===== config.mk =====
export PLATFORM = sky130hd
export DESIGN_NAME = pulse_width_frame_responder
export DESIGN_NICKNAME = d
export VERILOG_FILES = /design/src/rtl/pwfr_pkg.sv /design/src/rtl/pwfr_front.sv /design/src/rtl/pwfr_queue.sv /design/src/rtl/pwfr_back.sv /design/src/rtl/pulse_width_frame_responder.sv
export SDC_FILE = /design/constraint.sdc
export NUM_CORES = 1
export LEC_CHECK = 0
export BUFFER_PORTS_ARGS = -buffer_cell sky130_fd_sc_hd__buf_2
export CORE_UTILIZATION = 48
export CTS_CLUSTER_DIAMETER = 40
export DETAILED_ROUTE_END_ITERATION = 6
export GPL_TIMING_DRIVEN = 1
export PLACE_DENSITY = 0.74
export SYNTH_ARGS = -nofsm -noshare
export SYNTH_HDL_FRONTEND = slang
export SYNTH_SLANG_ARGS = --single-unit

===== constraint.sdc =====
create_clock -name clk -period 3.8 [get_ports clk]
set_input_delay 0.76 -clock clk [delete_from_list [all_inputs] [get_ports clk]]
set_output_delay 0.76 -clock clk [all_outputs]
set_load 0.05 [all_outputs]

===== src/rtl/pwfr_pkg.sv =====
package pwfr_pkg;

	// frame shift register length
	localparam int FRAME_BITS = 32;

	// configuration register indexes
	localparam int CFG_IDX_W = 2;
	localparam logic [CFG_IDX_W-1:0] CFG_RUNT_LIMIT    = 2'd0;
	localparam logic [CFG_IDX_W-1:0] CFG_ONE_THRESHOLD = 2'd1;
	localparam logic [CFG_IDX_W-1:0] CFG_LONG_LIMIT    = 2'd2;

	localparam logic [7:0] RUNT_LIMIT_RST    = 8'd5;
	localparam logic [7:0] ONE_THRESHOLD_RST = 8'd50;
	localparam logic [7:0] LONG_LIMIT_RST    = 8'd220;

	// reply table
	localparam int NUM_ROWS   = 11;
	localparam int ROW_W      = $clog2(NUM_ROWS);
	localparam int MAX_WORDS  = 4;
	localparam int WIDX_W     = $clog2(MAX_WORDS);
	localparam int CNT_W      = $clog2(MAX_WORDS + 1);

	localparam logic [31:0] ROW_KEY [NUM_ROWS] = '{
		32'h0000_E704, 32'h0000_E70E, 32'h0000_E70D, 32'h0000_E716,
		32'h0000_E715, 32'h0000_E71A, 32'h0000_39C7, 32'h0000_E71C,
		32'h0000_E71F, 32'h0003_9B82, 32'h0000_0E72
	};

	localparam logic [CNT_W-1:0] ROW_CNT [NUM_ROWS] = '{
		3'd2, 3'd3, 3'd3, 3'd4, 3'd4, 3'd3, 3'd3, 3'd2, 3'd1, 3'd1, 3'd2
	};

	localparam logic [23:0] ROW_WORD [NUM_ROWS][MAX_WORDS] = '{
		'{24'hC31082, 24'hC3108B, 24'h000000, 24'h000000},
		'{24'h30C602, 24'h30C064, 24'h30C075, 24'h000000},
		'{24'h30C602, 24'h30C064, 24'h30C075, 24'h000000},
		'{24'h30C692, 24'h0C301C, 24'h30C703, 24'h0C301F},
		'{24'h30C68A, 24'h0C301C, 24'h30C703, 24'h0C301F},
		'{24'h30C613, 24'h0C301C, 24'h30C643, 24'h000000},
		'{24'h30C60B, 24'h0C301C, 24'h30C643, 24'h000000},
		'{24'h0C305D, 24'h30C643, 24'h000000, 24'h000000},
		'{24'h030C26, 24'h000000, 24'h000000, 24'h000000},
		'{24'h0C309D, 24'h000000, 24'h000000, 24'h000000},
		'{24'h30C075, 24'h30C064, 24'h000000, 24'h000000}
	};

	localparam logic [4:0] ROW_TOP [NUM_ROWS][MAX_WORDS] = '{
		'{5'd23, 5'd23, 5'd0,  5'd0 },
		'{5'd21, 5'd21, 5'd21, 5'd0 },
		'{5'd21, 5'd21, 5'd21, 5'd0 },
		'{5'd21, 5'd19, 5'd21, 5'd19},
		'{5'd21, 5'd19, 5'd21, 5'd19},
		'{5'd21, 5'd19, 5'd21, 5'd0 },
		'{5'd21, 5'd19, 5'd21, 5'd0 },
		'{5'd19, 5'd21, 5'd0,  5'd0 },
		'{5'd17, 5'd0,  5'd0,  5'd0 },
		'{5'd19, 5'd0,  5'd0,  5'd0 },
		'{5'd21, 5'd21, 5'd0,  5'd0 }
	};

	// frame queue between front and back
	localparam int QDEPTH = 4;
	localparam int QPTR_W = $clog2(QDEPTH);
	localparam int QCNT_W = $clog2(QDEPTH + 1);

	typedef logic [ROW_W-1:0] row_t;

	typedef struct packed {
		logic [7:0] runt_limit;
		logic [7:0] one_threshold;
		logic [7:0] long_limit;
	} cfg_t;

	// one closed frame that matched a table row
	typedef struct packed {
		logic vld;
		row_t row;
	} frame_ev_t;

	// queue status toward the front
	typedef struct packed {
		logic full;
		logic empty;
	} q_stat_t;

	// table lookup of a closed frame word
	function automatic frame_ev_t lookup(logic [FRAME_BITS-1:0] frame);
		frame_ev_t ev;
		ev.vld = 1'b0;
		ev.row = '0;
		for (int r = 0; r < NUM_ROWS; r++) begin
			if (FRAME_BITS'(ROW_KEY[r]) == frame &&
			    32'(FRAME_BITS'(ROW_KEY[r])) == ROW_KEY[r]) begin
				ev.vld = 1'b1;
				ev.row = ROW_W'(r);
			end
		end
		return ev;
	endfunction

endpackage


===== src/rtl/pwfr_front.sv =====
module pwfr_front (
	input  logic              clk,
	input  logic              arst_n,
	input  pwfr_pkg::cfg_t    cfg,
	input  logic              pulse_valid,
	output logic              pulse_ready,
	input  logic [7:0]        pulse_ticks,
	input  pwfr_pkg::q_stat_t q_stat,
	output pwfr_pkg::frame_ev_t push
);
	import pwfr_pkg::*;

	logic [FRAME_BITS-1:0] shift_q, shift_d;
	logic                  idle_q, idle_d;
	logic                  accept;
	logic                  is_runt, is_zero, is_one, is_long;
	frame_ev_t             hit;

	assign pulse_ready = !q_stat.full;
	assign accept      = pulse_valid && pulse_ready;

	assign is_runt = pulse_ticks <= cfg.runt_limit;
	assign is_zero = pulse_ticks > cfg.runt_limit && pulse_ticks < cfg.one_threshold;
	assign is_one  = pulse_ticks >= cfg.one_threshold && pulse_ticks < cfg.long_limit;
	assign is_long = pulse_ticks >= cfg.long_limit;

	assign hit = lookup(shift_q);

	always_comb begin
		shift_d  = shift_q;
		idle_d   = idle_q;
		push.vld = 1'b0;
		push.row = hit.row;
		if (pulse_ticks == 8'd0) begin
			if (!idle_q) begin
				push.vld = accept && hit.vld;
				shift_d  = '0;
				idle_d   = 1'b1;
			end
		end else begin
			// tests act in order on the same width; the long drop wins
			priority if (is_long) begin
				shift_d = '0;
				idle_d  = 1'b1;
			end else if (is_one) begin
				shift_d = is_runt ? FRAME_BITS'(1) : {shift_q[FRAME_BITS-2:0], 1'b1};
				idle_d  = 1'b0;
			end else if (is_zero) begin
				shift_d = {shift_q[FRAME_BITS-2:0], 1'b0};
				idle_d  = 1'b0;
			end else if (is_runt) begin
				shift_d = '0;
				idle_d  = 1'b1;
			end else begin
				shift_d = shift_q;
				idle_d  = idle_q;
			end
		end
	end

	always_ff @(posedge clk or negedge arst_n) begin
		if (!arst_n) begin
			shift_q <= '0;
			idle_q  <= 1'b0;
		end else if (accept) begin
			shift_q <= shift_d;
			idle_q  <= idle_d;
		end
	end

endmodule


===== src/rtl/pwfr_queue.sv =====
module pwfr_queue (
	input  logic                clk,
	input  logic                arst_n,
	input  pwfr_pkg::frame_ev_t push,
	input  logic                pop,
	output pwfr_pkg::frame_ev_t head,
	output pwfr_pkg::q_stat_t   q_stat
);
	import pwfr_pkg::*;

	row_t              mem_q [QDEPTH];
	logic [QPTR_W-1:0] wr_ptr_q, rd_ptr_q;
	logic [QCNT_W-1:0] count_q;

	assign q_stat.full  = count_q == QCNT_W'(QDEPTH);
	assign q_stat.empty = count_q == '0;
	assign head.vld     = !q_stat.empty;
	assign head.row     = mem_q[rd_ptr_q];

	always_ff @(posedge clk) begin
		if (push.vld) begin
			mem_q[wr_ptr_q] <= push.row;
		end
	end

	always_ff @(posedge clk or negedge arst_n) begin
		if (!arst_n) begin
			wr_ptr_q <= '0;
			rd_ptr_q <= '0;
			count_q  <= '0;
		end else begin
			if (push.vld) begin
				wr_ptr_q <= wr_ptr_q + 1'b1;
			end
			if (pop) begin
				rd_ptr_q <= rd_ptr_q + 1'b1;
			end
			if (push.vld && !pop) begin
				count_q <= count_q + 1'b1;
			end else if (pop && !push.vld) begin
				count_q <= count_q - 1'b1;
			end
		end
	end

	a_no_overflow: assert property (@(posedge clk) disable iff (!arst_n)
		push.vld |-> (!q_stat.full || pop))
		else $error("frame queue overflow");

	a_no_underflow: assert property (@(posedge clk) disable iff (!arst_n)
		pop |-> !q_stat.empty)
		else $error("frame queue underflow");

endmodule


===== src/rtl/pwfr_back.sv =====
module pwfr_back (
	input  logic                clk,
	input  logic                arst_n,
	input  pwfr_pkg::frame_ev_t head,
	output logic                pop,
	output logic                reply_valid,
	input  logic                reply_ready,
	output logic [23:0]         reply_word,
	output logic [4:0]          reply_top_bit,
	output logic                reply_last
);
	import pwfr_pkg::*;

	typedef enum logic [1:0] {
		ST_IDLE = 2'b01,
		ST_RUN  = 2'b10
	} state_t;

	state_t            state_q;
	row_t              row_q, sel_row;
	logic [WIDX_W-1:0] k_q, sel_k;
	logic              out_valid_q;
	logic              load, emit, sel_last;

	assign load = !out_valid_q || reply_ready;

	always_comb begin
		unique case (state_q)
			ST_RUN: begin
				sel_row = row_q;
				sel_k   = k_q;
				emit    = load;
				pop     = 1'b0;
			end
			default: begin
				sel_row = head.row;
				sel_k   = '0;
				emit    = load && head.vld;
				pop     = load && head.vld;
			end
		endcase
	end

	assign sel_last = (CNT_W'(sel_k) + 1'b1) == ROW_CNT[sel_row];

	always_ff @(posedge clk or negedge arst_n) begin
		if (!arst_n) begin
			state_q     <= ST_IDLE;
			row_q       <= '0;
			k_q         <= '0;
			out_valid_q <= 1'b0;
		end else begin
			if (emit) begin
				out_valid_q <= 1'b1;
				row_q       <= sel_row;
				k_q         <= sel_k + 1'b1;
				state_q     <= sel_last ? ST_IDLE : ST_RUN;
			end else if (reply_ready) begin
				out_valid_q <= 1'b0;
			end
		end
	end

	always_ff @(posedge clk) begin
		if (emit) begin
			reply_word    <= ROW_WORD[sel_row][sel_k];
			reply_top_bit <= ROW_TOP[sel_row][sel_k];
			reply_last    <= sel_last;
		end
	end

	assign reply_valid = out_valid_q;

	a_run_index: assert property (@(posedge clk) disable iff (!arst_n)
		(state_q == ST_RUN) |-> (k_q != '0 && CNT_W'(k_q) < ROW_CNT[row_q]))
		else $error("reply word index outside its row");

	a_pop_idle: assert property (@(posedge clk) disable iff (!arst_n)
		pop |-> (state_q == ST_IDLE && load))
		else $error("frame popped while a reply run is in progress");

endmodule


===== src/rtl/pulse_width_frame_responder.sv =====
// the row of a matched closing silence beat waits in the queue, which holds up to four
//   rows between front and back, until the back pops it and registers its first reply word
// throughput: one pulse beat per cycle while the queue is not full; replies leave at one
//   word per cycle from the output register while reply_ready is high
// reset: arst_n clears the frame (open, empty), the queue and the reply state at once, and
//   loads the thresholds with runt 5, one 50, long 220
module pulse_width_frame_responder (
	input  logic                          clk,
	input  logic                          arst_n,
	// configuration writes
	input  logic                          cfg_wr_en,
	input  logic [pwfr_pkg::CFG_IDX_W-1:0] cfg_index,
	input  logic [7:0]                    cfg_wdata,
	// pulse width beats
	input  logic                          pulse_valid,
	output logic                          pulse_ready,
	input  logic [7:0]                    pulse_ticks,
	// reply word beats
	output logic                          reply_valid,
	input  logic                          reply_ready,
	output logic [23:0]                   reply_word,
	output logic [4:0]                    reply_top_bit,
	output logic                          reply_last
);
	import pwfr_pkg::*;

	cfg_t      cfg_q;
	frame_ev_t push;
	frame_ev_t head;
	q_stat_t   q_stat;
	logic      pop;

	// threshold registers, unknown indexes are dropped
	always_ff @(posedge clk or negedge arst_n) begin
		if (!arst_n) begin
			cfg_q.runt_limit    <= RUNT_LIMIT_RST;
			cfg_q.one_threshold <= ONE_THRESHOLD_RST;
			cfg_q.long_limit    <= LONG_LIMIT_RST;
		end else if (cfg_wr_en) begin
			unique case (cfg_index)
				CFG_RUNT_LIMIT:    cfg_q.runt_limit    <= cfg_wdata;
				CFG_ONE_THRESHOLD: cfg_q.one_threshold <= cfg_wdata;
				CFG_LONG_LIMIT:    cfg_q.long_limit    <= cfg_wdata;
				default: ;
			endcase
		end
	end

	// front: classify each width, shift bits into the frame, look up the
	// closed frame and queue the matching table row
	pwfr_front u_front (
		.clk         (clk),
		.arst_n      (arst_n),
		.cfg         (cfg_q),
		.pulse_valid (pulse_valid),
		.pulse_ready (pulse_ready),
		.pulse_ticks (pulse_ticks),
		.q_stat      (q_stat),
		.push        (push)
	);

	// short queue of matched rows so the front keeps taking beats
	// while the back is still sending a reply run
	pwfr_queue u_queue (
		.clk    (clk),
		.arst_n (arst_n),
		.push   (push),
		.pop    (pop),
		.head   (head),
		.q_stat (q_stat)
	);

	// back: walks the reply words of one row into the output register
	pwfr_back u_back (
		.clk           (clk),
		.arst_n        (arst_n),
		.head          (head),
		.pop           (pop),
		.reply_valid   (reply_valid),
		.reply_ready   (reply_ready),
		.reply_word    (reply_word),
		.reply_top_bit (reply_top_bit),
		.reply_last    (reply_last)
	);

endmodule


### Word-level counts from Yosys, hierarchy flattened

Memories as Yosys holds them, arrays and structs flattened.
Cells that the tools add are included.

| operators by class | value |
|---|---|
| add/subtract/negate cells | 6 |
| $mul | 0 |
| divide/modulo/power cells | 0 |
| order comparisons | 8 |
| eq/ne operators | 17 |
| shift-type cells | 0 |
| multiplexer cells | 48 |
| bitwise gates (word level) | 2 |
| reductions and logical operators | 24 |

Operators by type and width:

| cell | count |
|---|---|
| $eq 16x32->1 const A | 8 |
| $mux 32 | 7 |
| $mux 96 | 2 |
| $mux 5 | 13 |
| $bmux 24 s2 | 1 |
| $mux 24 | 2 |
| $mux 20 | 2 |
| $eq 12x32->1 const A | 1 |
| $eq 14x32->1 const A | 1 |
| $eq 18x32->1 const A | 1 |
| $ge 8x8->1 | 2 |
| $lt 8x8->1 | 2 |
| $mux 1 | 13 |
| $mux 3 | 4 |
| $bmux 5 s2 | 1 |
| $gt 8x8->1 | 1 |
| $le 8x8->1 | 1 |
| $logic_not 8->1 | 1 |
| $reduce_and 2->1 | 4 |
| $logic_and 1x1->1 | 7 |
| $add 2x1->2 const B | 3 |
| $ge 5x5->1 const B | 1 |
| $logic_not 1->1 | 5 |
| $not 4->5 | 1 |
| 18 further kinds | 21 |

| word-level totals | value |
|---|---|
| flip-flop bits (word level) | 103 |
| bits in latches | 0 |
| RAM bits | 16 |
| bits in read-only memories | 1904 |
| input port bits | 23 |
| logic and storage cells | 124 |
| memories kept | 4 |

Memories:

| memory | depth | bits a word | rd ports | clocked after Yosys merged registers in | wr ports | RTL line | RTL |
|---|---|---|---|---|---|---|---|
| (name not given) | 16 | 96 | 1 | 0 | 0 | pwfr_back.sv:66 | `reply_word <= ROW_WORD[sel_row][sel_k];` |
| (name not given) | 16 | 20 | 1 | 0 | 0 | pwfr_back.sv:67 | `reply_top_bit <= ROW_TOP[sel_row][sel_k];` |
| (name not given) | 16 | 3 | 1 | 0 | 0 | pwfr_back.sv:44 | `assign sel_last = (CNT_W'(sel_k) + 1'b1) == ROW_CNT[sel_row];` |
| u_queue.mem_q | 4 | 4 | 1 | 0 | 1 | pwfr_queue.sv:11 | `row_t mem_q [QDEPTH];` |

### Longest topological paths before layout

| logic depth | value |
|---|---|
| word-level depth | 19 |
| depth in mapped cells | 12 |
| depth with buffers taken out | 11 |

### Modules after synthesis

Synthesis repeated with hierarchy kept, for this count alone.

| unflattened totals | value |
|---|---|
| cell total of the unflattened synthesis | 608 |
| area total of the unflattened synthesis | 6312.3 µm² |

Modules (own cells, without submodules):

| module | times used | cells each | area an instance (µm²) | seq. area each (µm²) |
|---|---|---|---|---|
| pwfr_front | 1 | 288 | 2413.6 | 825.8 |
| pwfr_back | 1 | 213 | 1996.9 | 827.0 |
| pwfr_queue | 1 | 56 | 977.2 | 655.6 |
| pulse_width_frame_responder | 1 | 51 | 924.6 | 613.1 |

### Worst setup path after synthesis

No wires, ideal clock.

| timing | value |
|---|---|
| kind | register to register |
| start point | reg u_front.shift_q[3] |
| end point | reg u_queue.count_q[2] |
| setup time | 79 ps |
| arrival time | 3027 ps |
| data required time | 3721 ps |
| setup slack | 694 ps |
| stages on the path, launching flop included | 12 |
| buffers on the path | 0 |
| path through | dfrtp_1 > or4b_2 > nor4_1 > o21ai_0 > a21oi_1 > o31a_1 > ha_1 > inv_1 > fa_1 > xor2_1 > nor2_1 > xor2_1 |

RTL lines:

| element | RTL line | RTL |
|---|---|---|
| from (decl) | pwfr_front.sv:13 | `logic [FRAME_BITS-1:0] shift_q, shift_d;` |
| from (signal assigned) | pwfr_front.sv:66 | `shift_q <= shift_d;` |
| to (signal assigned) | pwfr_queue.sv:39 | `count_q <= count_q + 1'b1;` |
| to (signal assigned) | pwfr_queue.sv:41 | `count_q <= count_q - 1'b1;` |
| to (decl) | pwfr_queue.sv:13 | `logic [QCNT_W-1:0] count_q;` |

==> results.md <==
* Max_slew headroom at 0.495
* Kind of critical path: register to register
* Final Critical Period at 3.54 ns
* Core area at 12100 sq um
* Async set or reset register ratio after synthesis at 0.670
* Antenna violations before repair at 0
* CTS Root Buffer Type: clkbuf_16
* Most used cell, CP: xor2_1
* Number of distinct library cells after synthesis at 67
* Worst R2R Path Depth at 11
* Initial Util at 0.494
* Die area at 12900 sq um
* Final Non-Filler Cells at 759
* Synthesized Nets at 603
* Port Buffer Count at 53
* Post-DRT Antenna Nets at 0
* Row count at 40
* I/O Pins at 55
* Ys Warns at 0
* PD cells at 554 nW/um^2
* Layout cells sized above 1 at 0.222
* CP peak stage delay at 0.67 ns
* CTS Hold Bufs at 0
* Vias per std cell at 5.69
* Worst Tran Pin Value at 0.758 ns
* Nets at 643
* XOR/XNOR share of the synthesized area at 0.0147
* DR DRC count at 0
* Wire length per cell at 16.1 um
* Main combinational cell family by area after synthesis: compound AO/OA/AOI/OAI gates
* Routed WL at 12300 um
* CTS tree: yes
* Critical path startpoint: u_front.shift_q[14]
* Worst path slowest cell: or4b_2
* Cell count after placement at 743
* Yosys reg bits at 109
* Number of CTS-inserted buffers at 9
* Reg2reg start: u_front.shift_q[14]
* Maximum clock frequency at 282 MHz
* Post-cts resize count at 0
* Vias post-DR at 4317
* Critical path cell sequence: or4b_2, nor4_1, o21ai_0, a21oi_1, o31a_1, ha_1, inv_1, fa_1, xor2_1, nor2_1, xor2_1
* Worst endpoint required time at 4.07 ns
* Type of origin of the critical path: register
* Chip Height at 113 um
* Leakage Power at 0.00294 uW
* Simple-Gate Fraction of Synth Area at 0.130
* Register area share after synthesis at 0.491
* Top post-synthesis cells by area: dfrtp_1 (26%), edfxtp_1 (18%), ha_1 (6.9%), dfstp_2 (4.9%), a22o_1 (4.7%)
* Max-slew violations at 0
* Worst hold-check path type: input port to asynchronous set/reset pin
* Htree depth at 3
* R2R Setup Slk at 0.26 ns
* Post-CTS setup buffers at 0
* First-iteration detailed-routing DRC count at 236
* Drt first pass iters at 6
* Setup Skew at 0.0103 ns
* Mapped Avg Cell Area at 10.9 sq um
* Post-synthesis adder-cell area fraction at 0.0727
* Cells after synthesis at 546
* Pin count of the biggest net entering global routing at 61
* Final Util at 0.552
* Area delta synth->final at 11.7%
* Arrival time at the worst endpoint at 3.82 ns
* Hpwl dp at 8790 um
* N_diodes at 0
* Yosys top cell area share at 0.261
* Total track usage at 0.201
* Clock latency on the worst-skew pair at 0.36 ns
* Setup crit end kind: register
* R2R Path End: u_queue.count_q[2]
* RSZ-0062 raised after global routing: false
* Gpl congestion at 0.892
* Final-report hold violation count at 0
* Post-synthesis mux area share at 0.0706
* Clock slew at reported path FFs at 0.08 ns
* Gr ovfl total at 0
* Max-cap violation count at 0
* Setup TNS at 0 ns
* Post-synth top area cell: dfrtp_1
* CTS sink cnt at 109
* Netlist Area Pre-Place at 5960 sq um
* Synth Area in Compound Gates at 0.168
* Setup Viol. Count Final at 0
* CP Max Fanout at 7
* Status: finished clean
* First-pass GRT wire length at 20500 um
* Fin crit share at 0.933
* Peak VDD IR at 344 uV
* Ys flop type: dfrtp_1
* Die X at 113 um
* Max Root-Sink Buffers at 2
* Number of global-route vias before repair at 4238
* Post-synth EDFFs at 36
==> flip-flops by register name (all words and copies together) (netlist names) <==
register	count
u_front.shift_q	32
cfg_q	24
u_back.reply_word	17
u_queue.mem_q	16
u_back.row_q	4
u_queue.count_q	3
u_back.k_q	2
u_back.reply_top_bit	2
u_back.state_q	2
u_queue.rd_ptr_q	2
u_queue.wr_ptr_q	2
u_back.reply_last	1
u_back.reply_valid	1
u_front.idle_q	1
==> worst max path at each step <==
stage                         end  slack (ns)  cells past startpoint
2_1_floorplan  u_queue.count_q[2]        0.69                     11
3_3_place_gp   u_queue.count_q[2]        0.46                     10
3_5_place_dp   u_queue.count_q[2]        0.32                     11
4_1_cts        u_queue.count_q[2]        0.28                     11
5_1_grt        u_queue.count_q[2]        0.05                     11
6_report       u_queue.count_q[2]        0.26                     11
==> synth_stat cells (3+ instances only) <==
| cell | n |
|---|---|
| a21oi_1 | 22 |
| buf_4 | 10 |
| xor2_1 | 3 |
| or4_1 | 3 |
| nand2_1 | 36 |
| nand4bb_1 | 3 |
| nand4_1 | 3 |
| nor3b_1 | 3 |
| ha_1 | 33 |
| a21o_1 | 11 |
| nand3b_1 | 6 |
| dfstp_2 | 11 |
| o22ai_1 | 3 |
| and2_1 | 7 |
| o21a_1 | 4 |
| mux2_2 | 23 |
| nor2b_1 | 3 |
| nand3_1 | 7 |
| clkbuf_1 | 26 |
| mux4_2 | 3 |
| nor2_1 | 32 |
| dfrtp_1 | 62 |
| xnor2_1 | 7 |
| o31a_1 | 3 |
| inv_1 | 35 |
| o31ai_1 | 5 |
| nand2b_1 | 9 |
| o21ai_0 | 23 |
| a22oi_1 | 5 |
| edfxtp_1 | 36 |
| nor3_1 | 6 |
| or3_1 | 4 |
| a31oi_1 | 7 |
| a211oi_1 | 5 |
| o211ai_1 | 3 |
| nor4_1 | 10 |
| a22o_1 | 32 |
| mux2i_1 | 6 |
==> layer usage <==
layer	routed length, um	GRT usage	part of all wire	up-vias
met5	0	0	0	-
met4	260	0.0754	0.021	0
met3	491	0.0393	0.040	25
met2	6030	0.341	0.49	121
met1	5470	0.257	0.45	2084
li1	-	-	-	2087
==> cells by family after synthesis <==
kind of cell             Yosys count
AND/OR/NAND/NOR                  144
AO/OA/AOI/OAI                    140
flip-flops                       109
buffers and inverters             74
adder cells (fa/ha/maj)           34
multiplexers                      34
XOR/XNOR                          10
other                              1
==> cell usage in the layout (no fill, tap or decap), types with 9 or more instances in the layout <==
master     instances
nor4_1            10
inv_1             35
o21ai_0           23
a22o_1            32
nand2_1           36
nand2b_1           9
dfstp_2           11
clkbuf_16          9
edfxtp_1          36
dfrtp_1           62
nor2_1            32
a21oi_1           21
buf_2             53
mux2_2            23
buf_4             14
ha_1              33
a21o_1            11
==> worst max-delay path: cells and delay by family (launching register included) <==
family                     cells  cell delay, ns
and+or+nand+nor                3            1.15
AOI/OAI and AO/OA              3            0.86
adders and majority gates      2            0.65
DFF                            1            0.43
xor gates and xnor gates       2            0.31
buffers and inverters          1            0.07
==> area by class of cell <==
cell class / instances / area [sq um]
Timing Repair Buffer: 67 / 370
Clock buffer: 9 / 225
Inverter: 36 / 135
Clock inverter: 7 / 65.1
Multi-Input combinational cell: 363 / 2730
Sequential cell: 109 / 2920
Fill cell: 1032 / 5410
Tap cell: 168 / 210
==> stage by stage <==
step	total power [uW]	setup WS, ns	hold WS [ns]	area, sq um
after floorplan	2490	0.694	0.464	5960
after global placement	2750	0.458	0.488	6360
after detailed placement	2790	0.320	0.499	6360
after CTS	3700	0.276	0.283	6650
after global routing	3890	0.0460	0.289	6650
final	3690	0.256	0.281	6650
==> where the power goes <==
group / switching (uW) / internal, uW / leakage, uW / total, uW
Combinational: 799 / 428 / 0.00151 / 1230
Clock: 454 / 461 / 0.000140 / 916
Sequential: 123 / 1420 / 0.00129 / 1540
Total: 1380 / 2310 / 0.00294 / 3690
Note: power is estimated with default switching activity, not from simulation.
